## src/rtl/itrt_pkg.sv

```systemverilog
`default_nettype none
// ----------------------------------------------------------------------------
// itrt_pkg: shared types and constants for the integer to radix text block
// Character codes, field widths, the queue item layout and the back-end
// state encoding.
// ----------------------------------------------------------------------------
package itrt_pkg;

    // default parameter values
    localparam int WORD_BITS_DEF   = 32;
    localparam int DIGIT_DEPTH_DEF = 64;

    // input and output field widths
    localparam int NUM_BITS   = 32;
    localparam int RADIX_BITS = 8;
    localparam int IN_DATA_W  = NUM_BITS + RADIX_BITS;
    localparam int CHAR_BITS  = 8;

    // base and remainder widths (base up to 16, shifted remainder up to 31)
    localparam int BASE_W = 5;
    localparam int REM_W  = 5;

    // quotient bits retired per cycle by the divider
    localparam int DIV_STEPS = 8;

    // decoupling queue: two entries
    localparam int QUEUE_AW    = 1;
    localparam int QUEUE_DEPTH = 2;

    // accepted bases
    localparam int RADIX_MIN = 2;
    localparam int RADIX_MAX = 16;
    localparam int RADIX_BIN = 2;
    localparam int RADIX_DEC = 10;
    localparam int RADIX_HEX = 16;

    // character codes
    localparam logic [CHAR_BITS-1:0] CHAR_NUL   = 8'h00;
    localparam logic [CHAR_BITS-1:0] CHAR_ZERO  = 8'h30;
    localparam logic [CHAR_BITS-1:0] CHAR_A_OFF = 8'h37;  // 'A' minus ten
    localparam logic [CHAR_BITS-1:0] CHAR_X     = 8'h78;
    localparam logic [CHAR_BITS-1:0] CHAR_B     = 8'h62;
    localparam logic [CHAR_BITS-1:0] CHAR_MINUS = 8'h2D;

    // uppercase digit character for a value 0..15
    function automatic logic [CHAR_BITS-1:0] digit_char(input logic [3:0] d);
        if (d < 4'd10) begin
            return CHAR_ZERO + {4'b0000, d};
        end
        return CHAR_A_OFF + {4'b0000, d};
    endfunction

    // classified item handed from front to back
    typedef struct packed {
        logic                 err;
        logic                 show_sign;
        logic                 has_prefix;
        logic [CHAR_BITS-1:0] prefix_char;
        logic [BASE_W-1:0]    base;
    } task_t;

    // back-end sequencer states
    typedef enum logic [2:0] {
        B_IDLE,
        B_ERR,
        B_DIV,
        B_PRE0,
        B_PRE1,
        B_SIGN,
        B_RD,
        B_LOAD
    } back_state_t;

endpackage
`default_nettype wire

```

## src/rtl/itrt_ram.sv

```systemverilog
`default_nettype none
// ----------------------------------------------------------------------------
// itrt_ram: generic single-port-write, single-port-read RAM
// One write and one registered read per cycle. Read data holds while
// no read is issued.
// ----------------------------------------------------------------------------
module itrt_ram #(
    parameter int DATA_W = 8,
    parameter int DEPTH  = 64,
    localparam int ADDR_W = $clog2(DEPTH)
) (
    input  wire logic              aclk,
    input  wire logic              wr_en,
    input  wire logic [ADDR_W-1:0] wr_addr,
    input  wire logic [DATA_W-1:0] wr_data,
    input  wire logic              rd_en,
    input  wire logic [ADDR_W-1:0] rd_addr,
    output logic      [DATA_W-1:0] rd_data
);

    logic [DATA_W-1:0] mem_reg [DEPTH];
    logic [DATA_W-1:0] rd_data_reg;

    // write port
    always_ff @(posedge aclk) begin
        if (wr_en) begin
            mem_reg[wr_addr] <= wr_data;
        end
    end

    // registered read port
    always_ff @(posedge aclk) begin
        if (rd_en) begin
            rd_data_reg <= mem_reg[rd_addr];
        end
    end

    assign rd_data = rd_data_reg;

endmodule
`default_nettype wire

```

## src/rtl/itrt_fifo.sv

```systemverilog
`default_nettype none
// ----------------------------------------------------------------------------
// itrt_fifo: two-entry queue between front and back
// Lets the front take a new item while the back is still converting.
// ----------------------------------------------------------------------------
module itrt_fifo
    import itrt_pkg::*;
#(
    parameter int DATA_W = 8
) (
    input  wire logic              aclk,
    input  wire logic              aresetn,
    input  wire logic              push_valid,
    output logic                   push_ready,
    input  wire logic [DATA_W-1:0] push_data,
    output logic                   pop_valid,
    input  wire logic              pop_ready,
    output logic      [DATA_W-1:0] pop_data
);

    logic [DATA_W-1:0]   mem_reg [QUEUE_DEPTH];
    logic [QUEUE_AW-1:0] wr_ptr_reg;
    logic [QUEUE_AW-1:0] rd_ptr_reg;
    logic [QUEUE_AW:0]   count_reg;
    logic                do_push;
    logic                do_pop;

    assign push_ready = (count_reg != (QUEUE_AW + 1)'(QUEUE_DEPTH));
    assign pop_valid  = (count_reg != '0);
    assign pop_data   = mem_reg[rd_ptr_reg];
    assign do_push    = push_valid && push_ready;
    assign do_pop     = pop_valid && pop_ready;

    // pointers and fill level
    always_ff @(posedge aclk) begin
        if (!aresetn) begin
            wr_ptr_reg <= '0;
            rd_ptr_reg <= '0;
            count_reg  <= '0;
        end else begin
            if (do_push) begin
                wr_ptr_reg <= wr_ptr_reg + 1'b1;
            end
            if (do_pop) begin
                rd_ptr_reg <= rd_ptr_reg + 1'b1;
            end
            if (do_push && !do_pop) begin
                count_reg <= count_reg + 1'b1;
            end else if (do_pop && !do_push) begin
                count_reg <= count_reg - 1'b1;
            end
        end
    end

    // entry storage
    always_ff @(posedge aclk) begin
        if (do_push) begin
            mem_reg[wr_ptr_reg] <= push_data;
        end
    end

endmodule
`default_nettype wire

```

## src/rtl/itrt_front.sv

```systemverilog
`default_nettype none
// ----------------------------------------------------------------------------
// itrt_front: input classifier
// Checks the base, picks the prefix, decides on the minus sign and forms
// the magnitude to convert, then pushes the item into the queue.
// ----------------------------------------------------------------------------
module itrt_front
    import itrt_pkg::*;
#(
    parameter int WORD_BITS = WORD_BITS_DEF
) (
    input  wire logic                 s_axis_tvalid,
    output logic                      s_axis_tready,
    input  wire logic [IN_DATA_W-1:0] s_axis_tdata,
    output logic                      push_valid,
    input  wire logic                 push_ready,
    output task_t                     push_info,
    output logic      [WORD_BITS-1:0] push_val
);

    logic signed [NUM_BITS-1:0]   num_s;
    logic        [RADIX_BITS-1:0] radix;
    logic        [WORD_BITS-1:0]  val_ext;
    logic                         neg;
    logic                         show_sign;

    assign num_s = s_axis_tdata[NUM_BITS-1:0];
    assign radix = s_axis_tdata[IN_DATA_W-1:NUM_BITS];

    // value seen at the working width, sign taken from its top bit
    assign val_ext   = WORD_BITS'(num_s);
    assign neg       = val_ext[WORD_BITS-1];
    assign show_sign = neg && (radix == RADIX_BITS'(RADIX_DEC));

    // classification
    always_comb begin
        push_info.err         = !(radix inside {[RADIX_MIN:RADIX_MAX]});
        push_info.show_sign   = show_sign;
        push_info.base        = radix[BASE_W-1:0];
        push_info.has_prefix  = 1'b0;
        push_info.prefix_char = CHAR_NUL;
        if (radix == RADIX_BITS'(RADIX_HEX)) begin
            push_info.has_prefix  = 1'b1;
            push_info.prefix_char = CHAR_X;
        end else if (radix == RADIX_BITS'(RADIX_BIN)) begin
            push_info.has_prefix  = 1'b1;
            push_info.prefix_char = CHAR_B;
        end
    end

    // magnitude: negated only for signed decimal text
    assign push_val = show_sign ? (~val_ext + 1'b1) : val_ext;

    assign push_valid    = s_axis_tvalid;
    assign s_axis_tready = push_ready;

endmodule
`default_nettype wire

```

## src/rtl/itrt_back.sv

```systemverilog
`default_nettype none
// ----------------------------------------------------------------------------
// itrt_back: conversion and character emission
// Divides the magnitude by the base with a restoring divider, DIV_STEPS
// bits a cycle, stores each digit character, then emits prefix, sign and
// the digits most significant first, or an error item for a bad base, through an output register.
// ----------------------------------------------------------------------------
module itrt_back
    import itrt_pkg::*;
#(
    parameter int WORD_BITS   = WORD_BITS_DEF,
    parameter int DIGIT_DEPTH = DIGIT_DEPTH_DEF
) (
    input  wire logic                 aclk,
    input  wire logic                 aresetn,
    input  wire logic                 task_valid,
    output logic                      task_ready,
    input  wire task_t                task_info,
    input  wire logic [WORD_BITS-1:0] task_val,
    output logic                      m_axis_tvalid,
    input  wire logic                 m_axis_tready,
    output logic      [CHAR_BITS-1:0] m_axis_tdata,
    output logic                      m_axis_tlast,
    output logic      [0:0]           m_axis_tuser
);

    localparam int ADDR_W = $clog2(DIGIT_DEPTH);
    localparam int CNT_W  = $clog2(DIGIT_DEPTH + 1);
    localparam int IDX_W  = $clog2(WORD_BITS + 1);

    back_state_t state_reg, state_next;
    back_state_t first_emit;

    task_t                tsk_reg, tsk_next;
    logic [WORD_BITS-1:0] quo_reg, quo_next, quo_step;
    logic [REM_W-1:0]     rem_reg, rem_next, rem_step;
    logic [IDX_W-1:0]     idx_reg, idx_next;
    logic [CNT_W-1:0]     cnt_reg, cnt_next;
    logic                 div_last;

    logic                 out_valid_reg, out_valid_next;
    logic [CHAR_BITS-1:0] out_char_reg, out_char_next;
    logic                 out_last_reg, out_last_next;
    logic                 out_err_reg, out_err_next;
    logic                 can_load;

    logic                 wr_en;
    logic [ADDR_W-1:0]    wr_addr;
    logic [CHAR_BITS-1:0] wr_data;
    logic                 rd_en;
    logic [ADDR_W-1:0]    rd_addr;
    logic [CHAR_BITS-1:0] rd_data;

    // digit store
    itrt_ram #(
        .DATA_W (CHAR_BITS),
        .DEPTH  (DIGIT_DEPTH)
    ) u_digit_ram (
        .aclk    (aclk),
        .wr_en   (wr_en),
        .wr_addr (wr_addr),
        .wr_data (wr_data),
        .rd_en   (rd_en),
        .rd_addr (rd_addr),
        .rd_data (rd_data)
    );

    assign can_load = !out_valid_reg || m_axis_tready;
    assign div_last = (32'(idx_reg) + DIV_STEPS) >= WORD_BITS;
    assign wr_addr  = cnt_reg[ADDR_W-1:0];
    assign wr_data  = digit_char(rem_step[3:0]);
    assign rd_addr  = ADDR_W'(cnt_reg - 1'b1);

    // divider slice: DIV_STEPS shift-compare-subtract steps
    always_comb begin
        logic [REM_W-1:0]     rem_v;
        logic [WORD_BITS-1:0] quo_v;
        rem_v = rem_reg;
        quo_v = quo_reg;
        for (int i = 0; i < DIV_STEPS; i++) begin
            if ((32'(idx_reg) + i) < WORD_BITS) begin
                rem_v = {rem_v[REM_W-2:0], quo_v[WORD_BITS-1]};
                quo_v = {quo_v[WORD_BITS-2:0], 1'b0};
                if (rem_v >= tsk_reg.base) begin
                    rem_v    = rem_v - tsk_reg.base;
                    quo_v[0] = 1'b1;
                end
            end
        end
        rem_step = rem_v;
        quo_step = quo_v;
    end

    // first character after the digits are ready
    always_comb begin
        if (tsk_reg.has_prefix) begin
            first_emit = B_PRE0;
        end else if (tsk_reg.show_sign) begin
            first_emit = B_SIGN;
        end else begin
            first_emit = B_RD;
        end
    end

    // next state
    always_comb begin
        state_next = state_reg;
        case (state_reg)
            B_IDLE: begin
                if (task_valid) begin
                    state_next = task_info.err ? B_ERR : B_DIV;
                end
            end
            B_ERR: begin
                if (can_load) begin
                    state_next = B_IDLE;
                end
            end
            B_DIV: begin
                if (div_last && (quo_step == '0)) begin
                    state_next = first_emit;
                end
            end
            B_PRE0: begin
                if (can_load) begin
                    state_next = B_PRE1;
                end
            end
            B_PRE1: begin
                if (can_load) begin
                    state_next = tsk_reg.show_sign ? B_SIGN : B_RD;
                end
            end
            B_SIGN: begin
                if (can_load) begin
                    state_next = B_RD;
                end
            end
            B_RD: begin
                state_next = B_LOAD;
            end
            B_LOAD: begin
                if (can_load) begin
                    state_next = (cnt_reg == CNT_W'(1)) ? B_IDLE : B_RD;
                end
            end
            default: begin
                state_next = B_IDLE;
            end
        endcase
    end

    // datapath and outputs
    always_comb begin
        task_ready     = 1'b0;
        tsk_next       = tsk_reg;
        quo_next       = quo_reg;
        rem_next       = rem_reg;
        idx_next       = idx_reg;
        cnt_next       = cnt_reg;
        wr_en          = 1'b0;
        rd_en          = 1'b0;
        out_valid_next = out_valid_reg && !m_axis_tready;
        out_char_next  = out_char_reg;
        out_last_next  = out_last_reg;
        out_err_next   = out_err_reg;
        case (state_reg)
            B_IDLE: begin
                task_ready = 1'b1;
                if (task_valid) begin
                    tsk_next = task_info;
                    quo_next = task_val;
                    rem_next = '0;
                    idx_next = '0;
                    if (!task_info.err) begin
                        cnt_next = '0;
                    end
                end
            end
            B_ERR: begin
                if (can_load) begin
                    out_valid_next = 1'b1;
                    out_char_next  = CHAR_NUL;
                    out_last_next  = 1'b1;
                    out_err_next   = 1'b1;
                end
            end
            B_DIV: begin
                quo_next = quo_step;
                if (div_last) begin
                    // digit done: store it unless the store is full
                    wr_en    = (cnt_reg < CNT_W'(DIGIT_DEPTH));
                    cnt_next = wr_en ? (cnt_reg + 1'b1) : cnt_reg;
                    rem_next = '0;
                    idx_next = '0;
                end else begin
                    rem_next = rem_step;
                    idx_next = IDX_W'(32'(idx_reg) + DIV_STEPS);
                end
            end
            B_PRE0: begin
                if (can_load) begin
                    out_valid_next = 1'b1;
                    out_char_next  = CHAR_ZERO;
                    out_last_next  = 1'b0;
                    out_err_next   = 1'b0;
                end
            end
            B_PRE1: begin
                if (can_load) begin
                    out_valid_next = 1'b1;
                    out_char_next  = tsk_reg.prefix_char;
                    out_last_next  = 1'b0;
                    out_err_next   = 1'b0;
                end
            end
            B_SIGN: begin
                if (can_load) begin
                    out_valid_next = 1'b1;
                    out_char_next  = CHAR_MINUS;
                    out_last_next  = 1'b0;
                    out_err_next   = 1'b0;
                end
            end
            B_RD: begin
                rd_en = 1'b1;
            end
            B_LOAD: begin
                if (can_load) begin
                    out_valid_next = 1'b1;
                    out_char_next  = rd_data;
                    out_last_next  = (cnt_reg == CNT_W'(1));
                    out_err_next   = 1'b0;
                    cnt_next       = cnt_reg - 1'b1;
                end
            end
            default: begin
                task_ready = 1'b0;
            end
        endcase
    end

    // control registers
    always_ff @(posedge aclk) begin
        if (!aresetn) begin
            state_reg     <= B_IDLE;
            out_valid_reg <= 1'b0;
            cnt_reg       <= '0;
        end else begin
            state_reg     <= state_next;
            out_valid_reg <= out_valid_next;
            cnt_reg       <= cnt_next;
        end
    end

    // payload registers
    always_ff @(posedge aclk) begin
        tsk_reg      <= tsk_next;
        quo_reg      <= quo_next;
        rem_reg      <= rem_next;
        idx_reg      <= idx_next;
        out_char_reg <= out_char_next;
        out_last_reg <= out_last_next;
        out_err_reg  <= out_err_next;
    end

    assign m_axis_tvalid = out_valid_reg;
    assign m_axis_tdata  = out_char_reg;
    assign m_axis_tlast  = out_last_reg;
    assign m_axis_tuser  = out_err_reg;

endmodule
`default_nettype wire

```

## src/rtl/int_to_radix_text.sv

```systemverilog
`default_nettype none
// ----------------------------------------------------------------------------
// int_to_radix_text: signed integer to text in base 2..16
// Emits uppercase digits most significant first, with 0x / 0b prefixes,
// a minus sign for negative decimal values and an error item for a bad base.
// ----------------------------------------------------------------------------
//
//  channel   dir  tdata (low bit up)              tlast           tuser
//  s_axis    in   number[31:0], radix[39:32]      -               -
//  m_axis    out  char_out[7:0]                   last character  error[0]
//
//  Each digit is found by the divider, DIV_STEPS quotient bits at a time;
//  then the prefix characters and the sign are loaded into the output
//  register, and every digit takes a digit RAM read (B_RD) and an output
//  load (B_LOAD). A bad base costs one output item.
//  Reset clears the sequencer, the queue and the output valid; no sweep.
//  The two-entry queue keeps accepting items while the back end converts,
//  until both entries are full; a stalled m_axis holds the output register and the emitting states of the sequencer.
//
module int_to_radix_text
    import itrt_pkg::*;
#(
    parameter int WORD_BITS   = WORD_BITS_DEF,
    parameter int DIGIT_DEPTH = DIGIT_DEPTH_DEF
) (
    input  wire logic                 aclk,
    input  wire logic                 aresetn,
    input  wire logic                 s_axis_tvalid,
    output logic                      s_axis_tready,
    input  wire logic [IN_DATA_W-1:0] s_axis_tdata,   // number[31:0], radix[39:32]
    output logic                      m_axis_tvalid,
    input  wire logic                 m_axis_tready,
    output logic      [CHAR_BITS-1:0] m_axis_tdata,   // char_out[7:0]
    output logic                      m_axis_tlast,
    output logic      [0:0]           m_axis_tuser    // error[0]
);

    localparam int Q_W = $bits(task_t) + WORD_BITS;

    logic                 push_valid;
    logic                 push_ready;
    task_t                push_info;
    logic [WORD_BITS-1:0] push_val;
    logic                 pop_valid;
    logic                 pop_ready;
    logic [Q_W-1:0]       pop_data;
    task_t                pop_info;
    logic [WORD_BITS-1:0] pop_val;

    // classifier
    itrt_front #(
        .WORD_BITS (WORD_BITS)
    ) u_front (
        .s_axis_tvalid (s_axis_tvalid),
        .s_axis_tready (s_axis_tready),
        .s_axis_tdata  (s_axis_tdata),
        .push_valid    (push_valid),
        .push_ready    (push_ready),
        .push_info     (push_info),
        .push_val      (push_val)
    );

    // decoupling queue
    itrt_fifo #(
        .DATA_W (Q_W)
    ) u_fifo (
        .aclk       (aclk),
        .aresetn    (aresetn),
        .push_valid (push_valid),
        .push_ready (push_ready),
        .push_data  ({push_val, push_info}),
        .pop_valid  (pop_valid),
        .pop_ready  (pop_ready),
        .pop_data   (pop_data)
    );

    assign pop_info = pop_data[$bits(task_t)-1:0];
    assign pop_val  = pop_data[Q_W-1:$bits(task_t)];

    // converter and emitter
    itrt_back #(
        .WORD_BITS   (WORD_BITS),
        .DIGIT_DEPTH (DIGIT_DEPTH)
    ) u_back (
        .aclk          (aclk),
        .aresetn       (aresetn),
        .task_valid    (pop_valid),
        .task_ready    (pop_ready),
        .task_info     (pop_info),
        .task_val      (pop_val),
        .m_axis_tvalid (m_axis_tvalid),
        .m_axis_tready (m_axis_tready),
        .m_axis_tdata  (m_axis_tdata),
        .m_axis_tlast  (m_axis_tlast),
        .m_axis_tuser  (m_axis_tuser)
    );

endmodule
`default_nettype wire
```

## config.mk

```make
export PLATFORM = sky130hd
export DESIGN_NAME = int_to_radix_text
export DESIGN_NICKNAME = d
export VERILOG_FILES = /design/src/rtl/itrt_pkg.sv /design/src/rtl/itrt_ram.sv /design/src/rtl/itrt_fifo.sv /design/src/rtl/itrt_front.sv /design/src/rtl/itrt_back.sv /design/src/rtl/int_to_radix_text.sv
export SDC_FILE = /design/constraint.sdc
export NUM_CORES = 1
export LEC_CHECK = 0
export ABC_AREA = 1
export BUFFER_PORTS_ARGS = -buffer_cell sky130_fd_sc_hd__buf_2
export CAP_MARGIN = 30
export CORE_MARGIN = 2
export CORE_UTILIZATION = 62
export CTS_CLUSTER_DIAMETER = 60
export CTS_CLUSTER_SIZE = 30
export DETAILED_ROUTE_END_ITERATION = 10
export GPL_TIMING_DRIVEN = 1
export PLACE_DENSITY = 0.9
export SKIP_CTS_REPAIR_TIMING = 1
export SYNTH_ARGS = -nofsm -noshare
export SYNTH_HDL_FRONTEND = slang
export SYNTH_SLANG_ARGS = --single-unit
```

## constraint.sdc

```tcl
create_clock -name aclk -period 35 [get_ports aclk]
set_input_delay 5.25 -clock aclk [delete_from_list [all_inputs] [get_ports aclk]]
set_output_delay 5.25 -clock aclk [all_outputs]
set_load 0.02 [all_outputs]
```

# Yosys cells after proc, flatten, opt, wreduce, memory -nomap -nowiden
# Memory sizes are Yosys's and may differ from the RTL's. A register that Yosys moved wholly into a read port is not among the register bits.
# Cells that the tools add are included.
# op_classes
addsub,25
multipliers,0
div_mod_pow,0
n_lt_le_gt_ge,21
eq_ne,24
n_shift,0
mux,89
bitwise,1
n_reduce_logical,33
# ops
operator,n
$mux 32,10
$lt 32x6->1 const B,7
$mux 4,18
$pmux 32 s2,1
$mux 8,7
$ge 5x5->1,8
$pmux 8 s5,1
$mux 7,5
$add 32x1->32 const B,1
$ge 32x6->1 const B,1
$logic_not 32->1,1
$not 32->32,1
$sub 4x4->4,8
$add 6x3->7 const B,4
$mux 3,9
$mux 1,24
$pmux 3 s8,1
$pmux 7 s3,1
$ne 2x1->1 const B,10
$mux 9,2
$add 6x2->7 const B,2
$add 6x4->7 const A,2
$eq 3x3->1 const B,4
$mux 6,2
39 further kinds,63
# totals
ff_bits,82
latchBits,0
ram_bits,608
romBits,0
in_bits,44
word_cells,211
n_memories,2
# memory_table
memory,words,word_bits,rd,rd_ports_with_merged_regs,wr,line_no,text
u_back.u_digit_ram.mem_reg,64,8,1,1,1,itrt_ram.sv:21,logic [DATA_W-1:0] mem_reg [DEPTH];
u_fifo.mem_reg,2,48,1,1,1,itrt_fifo.sv:21,logic [DATA_W-1:0] mem_reg [QUEUE_DEPTH];

# Longest topological paths before layout
# Gate-level depths: netlist of the first run.
# logic_depth
ltp_word,28
depth_mapped,84
depth_no_buf,84

# Cells and area by module
# A second synthesis of the first run with hierarchy kept.
# unflattened
cells_unflattened,3092
hier_area_um2,32612.5
# modules_own_cells
mod,n_inst,cells_per_inst,area_each_um2,seq_area_each_um2
itrt_ram,1,1805,21419.3,15615.0
itrt_back,1,794,5980.7,2142.1
itrt_fifo,1,186,3782.4,2982.9
itrt_front,1,307,1430.1,0.0

# Least setup slack after synthesis of the first run
# Ideal clock, no wire load.
# synth_timing
kind,register to register
start,reg u_back.tsk_reg[1] (netlist name)
end,"mem u_back.u_digit_ram.mem_reg[0][6], data pin"
arrival_ns,11.908
setup_slack_ns,22.736
path_stages_with_launch,75
period_less_slack_ns,12.264
cell_sequence,edfxtp_1 -> inv_1 -> ha_1 -> nand2_1 -> inv_1 -> nand4_1 -> nand3_1 -> inv_1 -> nand2_1 -> nand2_1 -> o21ai_0 -> inv_1 -> ha_1 -> a21o_1 -> nand3_1 -> nand3_1 -> nor2_1 -> o211ai_1 -> [... 39 more ...] -> a21oi_1 -> nand3_1 -> inv_1 -> nand2_1 -> inv_1 -> a21oi_1 -> ha_1 -> a21oi_1 -> a21boi_1 -> nand3_2 -> nand2_1 -> o211ai_1 -> nand2_1 -> inv_1 -> ha_1 -> nand3_1 -> nand4_1 -> inv_1
# synth_via
elab_chain_cells,27
# synth_lines
item,line_no,text
start: declaration,itrt_back.sv:34,"task_t tsk_reg, tsk_next;"
start signal: assignment,itrt_back.sv:258,tsk_reg <= tsk_next;
$sub 4x4->4 / $ge 5x5->1 (equally long branches),"itrt_back.sv:85, itrt_back.sv:84",
$mux 4,itrt_back.sv:84,if (rem_v >= tsk_reg.base) begin
$mux 4,itrt_back.sv:81,if ((32'(idx_reg) + i) < WORD_BITS) begin
$sub 4x4->4 / $ge 5x5->1 (equally long branches),"itrt_back.sv:85, itrt_back.sv:84",
$mux 4,itrt_back.sv:84,
$mux 4,itrt_back.sv:81,
$sub 4x4->4 / $ge 5x5->1 (equally long branches),"itrt_back.sv:85, itrt_back.sv:84",
$mux 4,itrt_back.sv:84,
[... 12 more ...],n/a,
$mux 4,itrt_back.sv:81,
$sub 4x4->4 / $ge 5x5->1 (equally long branches),"itrt_back.sv:85, itrt_back.sv:84",
$mux 4,itrt_back.sv:84,
$mux 4 *,itrt_back.sv:81,
$add 6x4->7 / $lt 4x4->1 (equally long branches),"itrt_pkg.sv:48, itrt_pkg.sv:47",
$mux 8 / $mux 1 (equally long branches),itrt_pkg.sv:47,if (d < 4'd10) begin
$mux 8 *,itrt_pkg.sv:50,"return CHAR_A_OFF + {4'b0000, d};"
named net u_back.u_digit_ram.wr_data[6],itrt_ram.sv:15,"input wire logic [DATA_W-1:0] wr_data,"
end: declaration,itrt_ram.sv:21,
# Mark *: on every way through the listed nets, which the timed path passes. The rest lies on a longest branch. The select of a mux whose other input is x is not followed.

# Worst setup path in the final report of the first run
# layout_timing
start,reg u_back.tsk_reg[1] (netlist name)
end,"mem u_back.u_digit_ram.mem_reg[152][0] (netlist: u_back.u_digit_ram.mem_reg[19][0]), data pin"
# layout_via
elab_chain_cells,27
# layout_lines
item,line_no
$sub 4x4->4 / $ge 5x5->1 (equally long branches),"itrt_back.sv:85, itrt_back.sv:84"
$mux 4,itrt_back.sv:84
$mux 4,itrt_back.sv:81
$sub 4x4->4 / $ge 5x5->1 (equally long branches),"itrt_back.sv:85, itrt_back.sv:84"
$mux 4,itrt_back.sv:84
$mux 4,itrt_back.sv:81
$sub 4x4->4 / $ge 5x5->1 (equally long branches),"itrt_back.sv:85, itrt_back.sv:84"
$mux 4,itrt_back.sv:84
[... 12 more ...],n/a
$mux 4,itrt_back.sv:81
$ge 5x5->1 / $sub 4x4->4 (equally long branches),"itrt_back.sv:84, itrt_back.sv:85"
$mux 4,itrt_back.sv:84
$mux 4 *,itrt_back.sv:81
$add 6x4->7 / $lt 4x4->1 (equally long branches),"itrt_pkg.sv:48, itrt_pkg.sv:47"
$mux 8 / $mux 1 (equally long branches),itrt_pkg.sv:47
$mux 8 *,itrt_pkg.sv:50
named net u_back.u_digit_ram.wr_data[0],itrt_ram.sv:15
# Marks and branches as above.

==> impl_metrics.tcl, run 1 <==
set metrics [dict create \
    status "completed" \
    root_buffer "clkbuf_16" \
    max_slew_margin 0.304 \
    drt_pass1_iterations 6 \
    fin_nets 2485 \
    drt_wl_total_um 65600 \
    critical_path_class "reg -> reg" \
    die_h_um 216 \
    drc 0 \
    antennaDiodeCount 0 \
    grt_pass1_wl_um 101000 \
    grt_pass1_vias 18519 \
    worst_slack_ns 21.49 \
    max_freq_mhz 74.0 \
    grt_overflow_total 0 \
    worst_pin_slew_ns 1.04 \
    globalplace.congestion 0.947 \
    netlist.area_leader.share 0.641 \
    hold_violations 0 \
    synth_top_cell_by_area "edfxtp_1" \
    num_vias 19348 \
    max_stage_delay_ns 0.72 \
    die_w_um 216 \
    cp-startpoint "u_back.tsk_reg[1]" \
    grt_max_degree 117 \
    clkSinkCount 612 \
    ys.flop_type "edfxtp_1" \
    grt_setup_unrepaired "no" \
    hp-start "u_fifo.rd_ptr_reg" \
    synth.distinct_cells 58 \
    io_buffers 54 \
    largest_reg_flops 448 \
    routedWlPerCell_um 21.8 \
    period_share 0.386 \
    setup_viol 0 \
    synthArstFlopShare 0 \
    synth_top_cells_by_area "edfxtp_1 (64%), nor2_1 (4.9%), nand2_1 (3.8%)" \
    syn_area_um2 27900 \
    critPathLaunchType "register" \
    area_growth_pct 7.11 \
    cp_slowest_cell "edfxtp_1" \
    synth.most_common_cell "edfxtp_1" \
    track_usage 0.274 \
    syn_area_per_cell_um2 11.7 \
    hp-class "reg -> reg" \
    coreArea_um2 44300 \
    crit_arrival_ns 13.88 \
    fin_tns_setup_ns 0 \
    antenna_left 0 \
    drv_cap 0 \
    num-fill-cells 2885 \
    drt_iter0_markers 2962 \
    numCtsBuffers 31 \
    clk_latency_ns 0.65 \
    drive_gt1_frac 0.0817 \
    yosysWarningCount 0 \
    dp_hpwl_um 41500 \
    clk_pin_slew_ns 0.10 \
    via_per_inst 6.44 \
    path_max_fanout 46 \
    clock_path_buffers 3 \
    pre_cts_ws_ns 21.44 \
    regToRegStartpoint "u_back.tsk_reg[1]" \
    end_kind "register" \
    ys_ff_latch 612 \
    initial_core_util 0.630 \
    cts.htree.levels 1 \
    row_count 77 \
    slew_violations 0 \
    synth_edf_count 596 \
    fp.dieArea_um2 46700 \
    cts_tree "done" \
    path_common_cell "nand2_1" \
    seq_area_frac_synth 0.653 \
    required_ns 35.37 \
    fin_crit_ns 13.51 \
    skew_ns 0.0459 \
    syn_inst 2392 \
    num_io_pins 56 \
    synth_commonest_cells "edfxtp_1 (596), nor2_1 (366), nand2_1 (286), o21ai_0 (195), inv_1 (160)" \
    antenna_found_initial 0 \
]
[metal layers]
| layer | global-route usage | vias up | share of wire |
|---|---|---|---|
| met5 | 0 | - | 0 |
| met4 | 0.121 | 0 | 0.050 |
| met3 | 0.0292 | 233 | 0.093 |
| met2 | 0.468 | 1237 | 0.50 |
| met1 | 0.358 | 9221 | 0.36 |
| li1 | - | 8657 | - |
[cell usage in the layout (no fill, tap or decap), types with 4 or more instances in the layout]
master	Yosys	routed
xnor2_1	21	20
inv_6	0	6
inv_2	11	12
nor2_1	366	363
o21ai_1	11	11
nor4_1	4	4
a21oi_1	55	55
a31oi_1	25	25
nand3_1	99	98
a21o_1	8	8
clkbuf_1	59	4
fa_1	8	8
o211ai_1	44	44
a211oi_1	6	6
o221ai_1	75	75
nor3_1	16	16
mux2i_1	75	75
nand2_1	286	283
o32ai_1	38	38
buf_2	47	54
clkbuf_16	0	31
buf_4	9	21
o21ai_0	195	195
edfxtp_1	596	596
dfxtp_1	16	15
or2_2	14	14
nand2_2	3	6
inv_1	160	158
nand4_1	28	28
ha_1	47	46
buf_12	0	6
clkinv_8	0	5
nor2_4	2	5
xor2_1	25	24
[path summary, 6_finish.rpt]
check	endpoint	slack, ns	cells past startpoint
max	u_back.u_digit_ram.mem_reg[19][0]	21.49	75
min	u_fifo.rd_ptr_reg	0.47	1
max reg2reg	u_back.u_digit_ram.mem_reg[19][0]	21.49	75
min reg2reg	u_fifo.rd_ptr_reg	0.47	1
[kinds of logic (layout without fill, tap and decap cells)]
group                      Yosys count  count (layout)  synth area share
and+or+nand+nor                    831             831             0.126
AOI/OAI and AO/OA                  475             475             0.109
DFF                                612             612             0.653
xor gates and xnor gates            47              47            0.0150
muxes                               75              75            0.0269
other                                1               2          0.000134
buffers and inverters              296             314            0.0435
adders and majority gates           55              55            0.0268
[worst max-delay path: cells and delay by family (launching register included)]
kind,cells,cell delay (ns)
AO/OA/AOI/OAI,13,2.56
adder cells (fa/ha/maj),8,2.58
buffers and inverters,15,2.13
flip-flops,1,0.72
AND/OR/NAND/NOR,39,5.21
[final cells by class]
type	instances	area, um2	area share
Tap cell	592	741	0.0248
Sequential cell	612	18200	0.610
Inverter	172	648	0.0217
Clock inverter	23	312	0.0104
Multi-Input combinational cell	1485	8560	0.286
Timing Repair Buffer	84	618	0.0207
Clock buffer	35	791	0.0265
[per-stage QoR]
step           hold WS (ns)   util  instance area [um2]  instances
4_1_cts               0.469  0.672                29800       2999
2_1_floorplan         0.426      -                27900       2393
6_report              0.469  0.675                29900       3003
3_5_place_dp          0.454  0.647                28700       2941
3_3_place_gp          0.437  0.645                28600       2936
5_1_grt               0.494  0.675                29900       3003
Power of run 1 is left out: the tool's default activity adds up to more than one toggle a clock period on the data nets, which glitch-free logic cannot reach.
==> inputs of run 2 (changes only) <==
--- a/config.mk
+++ b/config.mk
@@ -5,7 +5,7 @@
 export SDC_FILE = /design/constraint.sdc
 export NUM_CORES = 1
 export LEC_CHECK = 0
-export ABC_AREA = 1
+export ABC_AREA = 0
 export BUFFER_PORTS_ARGS = -buffer_cell sky130_fd_sc_hd__buf_2
 export CAP_MARGIN = 30
 export CORE_MARGIN = 2
==> constraint.sdc (replaced) <==
create_clock -name aclk -period 12.8 [get_ports aclk]
set_input_delay 1.92 -clock aclk [delete_from_list [all_inputs] [get_ports aclk]]
set_output_delay 1.92 -clock aclk [all_outputs]
set_load 0.02 [all_outputs]
==> run 2 against run 1 <==
Synthesized area decreased by 2.8%. Count of clock-buffer cells in the layout decreased by 4. Design area decreased by 1.0%. Utilization increased by 1.1 points. Maximum frequency increased by 10%. First-iteration DRC count decreased by 8.7%. Clock skew increased by 0.010 ns. Flip-flop and latch count unchanged. Non-clock buffer count increased by 5. Sequential share of layout area increased by 0.63 points. Critical endpoint is now u_back.u_digit_ram.mem_reg[19][2].
==> impl_metrics.tcl, run 2 <==
set metrics [dict create \
    drt_pass1_iterations 6 \
    grt_pass1_wl_um 98500 \
    hold-path-cell-count 1 \
    initial_core_util 0.629 \
    synthArstFlopShare 0 \
    end_kind "register" \
    numCtsBuffers 31 \
    max_stage_delay_ns 0.47 \
    ff2ff_path_depth 56 \
    fp.dieArea_um2 45500 \
    final_cell_area_um2 29600 \
    path_common_cell "ha_1" \
    netlist.area_leader.share 0.660 \
    track_usage 0.296 \
    drive_gt1_frac 0.209 \
    min_to "u_back.tsk_reg[4]" \
    antenna_found_initial 5 \
    synth_top_cell_by_area "edfxtp_1" \
    io_buffers 54 \
    max_slew_margin 0.293 \
    fin_nets 1775 \
    row_count 76 \
    die_w_um 213 \
    largest_reg_flops 448 \
    cts_tree "done" \
    clk_pin_slew_ns 0.10 \
    critPathLaunchType "register" \
    drt_iter0_markers 2703 \
    hp-start "u_fifo.mem_reg[0][4]" \
    num_io_pins 56 \
    syn_area_um2 27100 \
    fin_crit_ns 12.26 \
    via_per_inst 7.05 \
    ys.flop_type "edfxtp_1" \
    layout_common_cells "edfxtp_1 (596), mux4_2 (147), nor2_1 (131), a21oi_1 (69), nand2_1 (55)" \
    grt_overflow_total 0 \
    dp_hpwl_um 42100 \
    root_buffer "clkbuf_16" \
    regToRegStartpoint "u_back.rem_reg[1]" \
    synth.distinct_cells 73 \
    rr_endpoint "u_back.u_digit_ram.mem_reg[19][2]" \
    syn_area_per_cell_um2 16.6 \
    clkSinkCount 612 \
    globalplace.congestion 0.889 \
    syn_inst 1630 \
    synth_edf_count 596 \
    num_vias 16129 \
    cp_slowest_cell "edfxtp_1" \
    crit_buf_inv 6 \
    reg2reg_slack_ns 0.54 \
    yosysWarningCount 0 \
    period_share 0.958 \
    antenna_left 0 \
    slew_violations 0 \
    grt_pass1_vias 15594 \
    path_max_fanout 48 \
    drt_wl_total_um 66900 \
    coreArea_um2 43200 \
    grt_max_degree 70 \
    num-fill-cells 2578 \
    ys_ff_latch 612 \
    synth_top_cells_by_area "edfxtp_1 (66%), mux4_2 (12%), ha_1 (2.2%)" \
    hp-class "reg -> reg" \
    cts.htree.levels 1 \
    clk_latency_ns 0.65 \
    status "completed" \
    synth.most_common_cell "edfxtp_1" \
    cp-startpoint "u_back.rem_reg[1]" \
    drv_cap 0 \
    layout_commonest_cell "edfxtp_1" \
    clock_path_buffers 3 \
    required_ns 13.15 \
    setup_viol 0 \
    area_growth_pct 9.04 \
    synth_commonest_cells "edfxtp_1 (596), mux4_2 (147), nor2_1 (133), a21oi_1 (72), nand2_1 (56)" \
    worst_pin_slew_ns 1.06 \
    max_freq_mhz 81.6 \
    hold_violations 0 \
    cp_top_family "compound AO/OA/AOI/OAI gates" \
    crit_arrival_ns 12.61 \
    seq_area_frac_synth 0.671 \
    skew_ns 0.0559 \
    critical_path_class "reg -> reg" \
    drc 0 \
    routedWlPerCell_um 29.3 \
    dpl_cell_area_um2 28300 \
    die_h_um 213 \
]
[run 2: final cells by class]
cell class / instances / area (um2) / area share
sequential: 612 / 18200 / 0.616
multi-input combinational: 907 / 8770 / 0.296
clock buffer: 31 / 776 / 0.0262
antenna: 4 / 10.0 / 0.000338
timing repair buffer: 89 / 624 / 0.0211
clock inverter: 24 / 319 / 0.0108
inverter: 35 / 134 / 0.00452
tap: 585 / 732 / 0.0247
[run 2: kinds of logic after synthesis]
family          Yosys count  share of synthesized area
buf+inv                 112                     0.0178
simple gates            328                     0.0591
mux                     198                      0.141
compound gates          275                     0.0665
flops                   612                      0.671
xor+xnor                 49                     0.0161
other cells               1                   0.000138
fa+ha+maj                55                     0.0276
[run 2: layer usage]
layer	part of all wire	vias to the layer above	track usage
li1	-	6624	-
met4	0.044	2	0.101
met2	0.49	1248	0.490
met3	0.11	250	0.0540
met1	0.35	8005	0.402
met5	0.00010	-	0.00445
[run 2: worst max-delay path by stage]
stage | end | slack [ns] | cells past startpoint
floorplan | u_back.u_digit_ram.mem_reg[0][0] | -1.14 | 52
global placement | u_back.u_digit_ram.mem_reg[19][2] | 0.57 | 54
detailed placement | u_back.u_digit_ram.mem_reg[16][6] | 0.43 | 58
CTS | u_back.u_digit_ram.mem_reg[15][6] | 0.40 | 57
global route | u_back.u_digit_ram.mem_reg[30][2] | -0.05 | 57
finish | u_back.u_digit_ram.mem_reg[19][2] | 0.54 | 56
[run 2: per-stage QoR]
step | hold slack, ns | util | TNS (ns) | std cells | setup WS (ns)
after CTS | 0.544 | 0.682 | 0 | 2274 | 0.398
after floorplan | 0.472 | - | -141.40 | 1631 | -1.14
after global routing | 0.573 | 0.685 | -1.74 | 2287 | -0.0480
final | 0.559 | 0.685 | 0 | 2287 | 0.541
after detailed placement | 0.497 | 0.656 | 0 | 2219 | 0.427
after global placement | 0.485 | 0.656 | 0 | 2218 | 0.568
[run 2: worst reg2reg max path: cells and delay by family (launching register included)]
family	cells	cell delay, ns
compound gates	34	6.49
mux	2	0.74
flops	1	0.47
buf+inv	6	0.70
fa+ha+maj	9	2.68
simple gates	5	0.87
Power of run 2 is left out for the same reason.
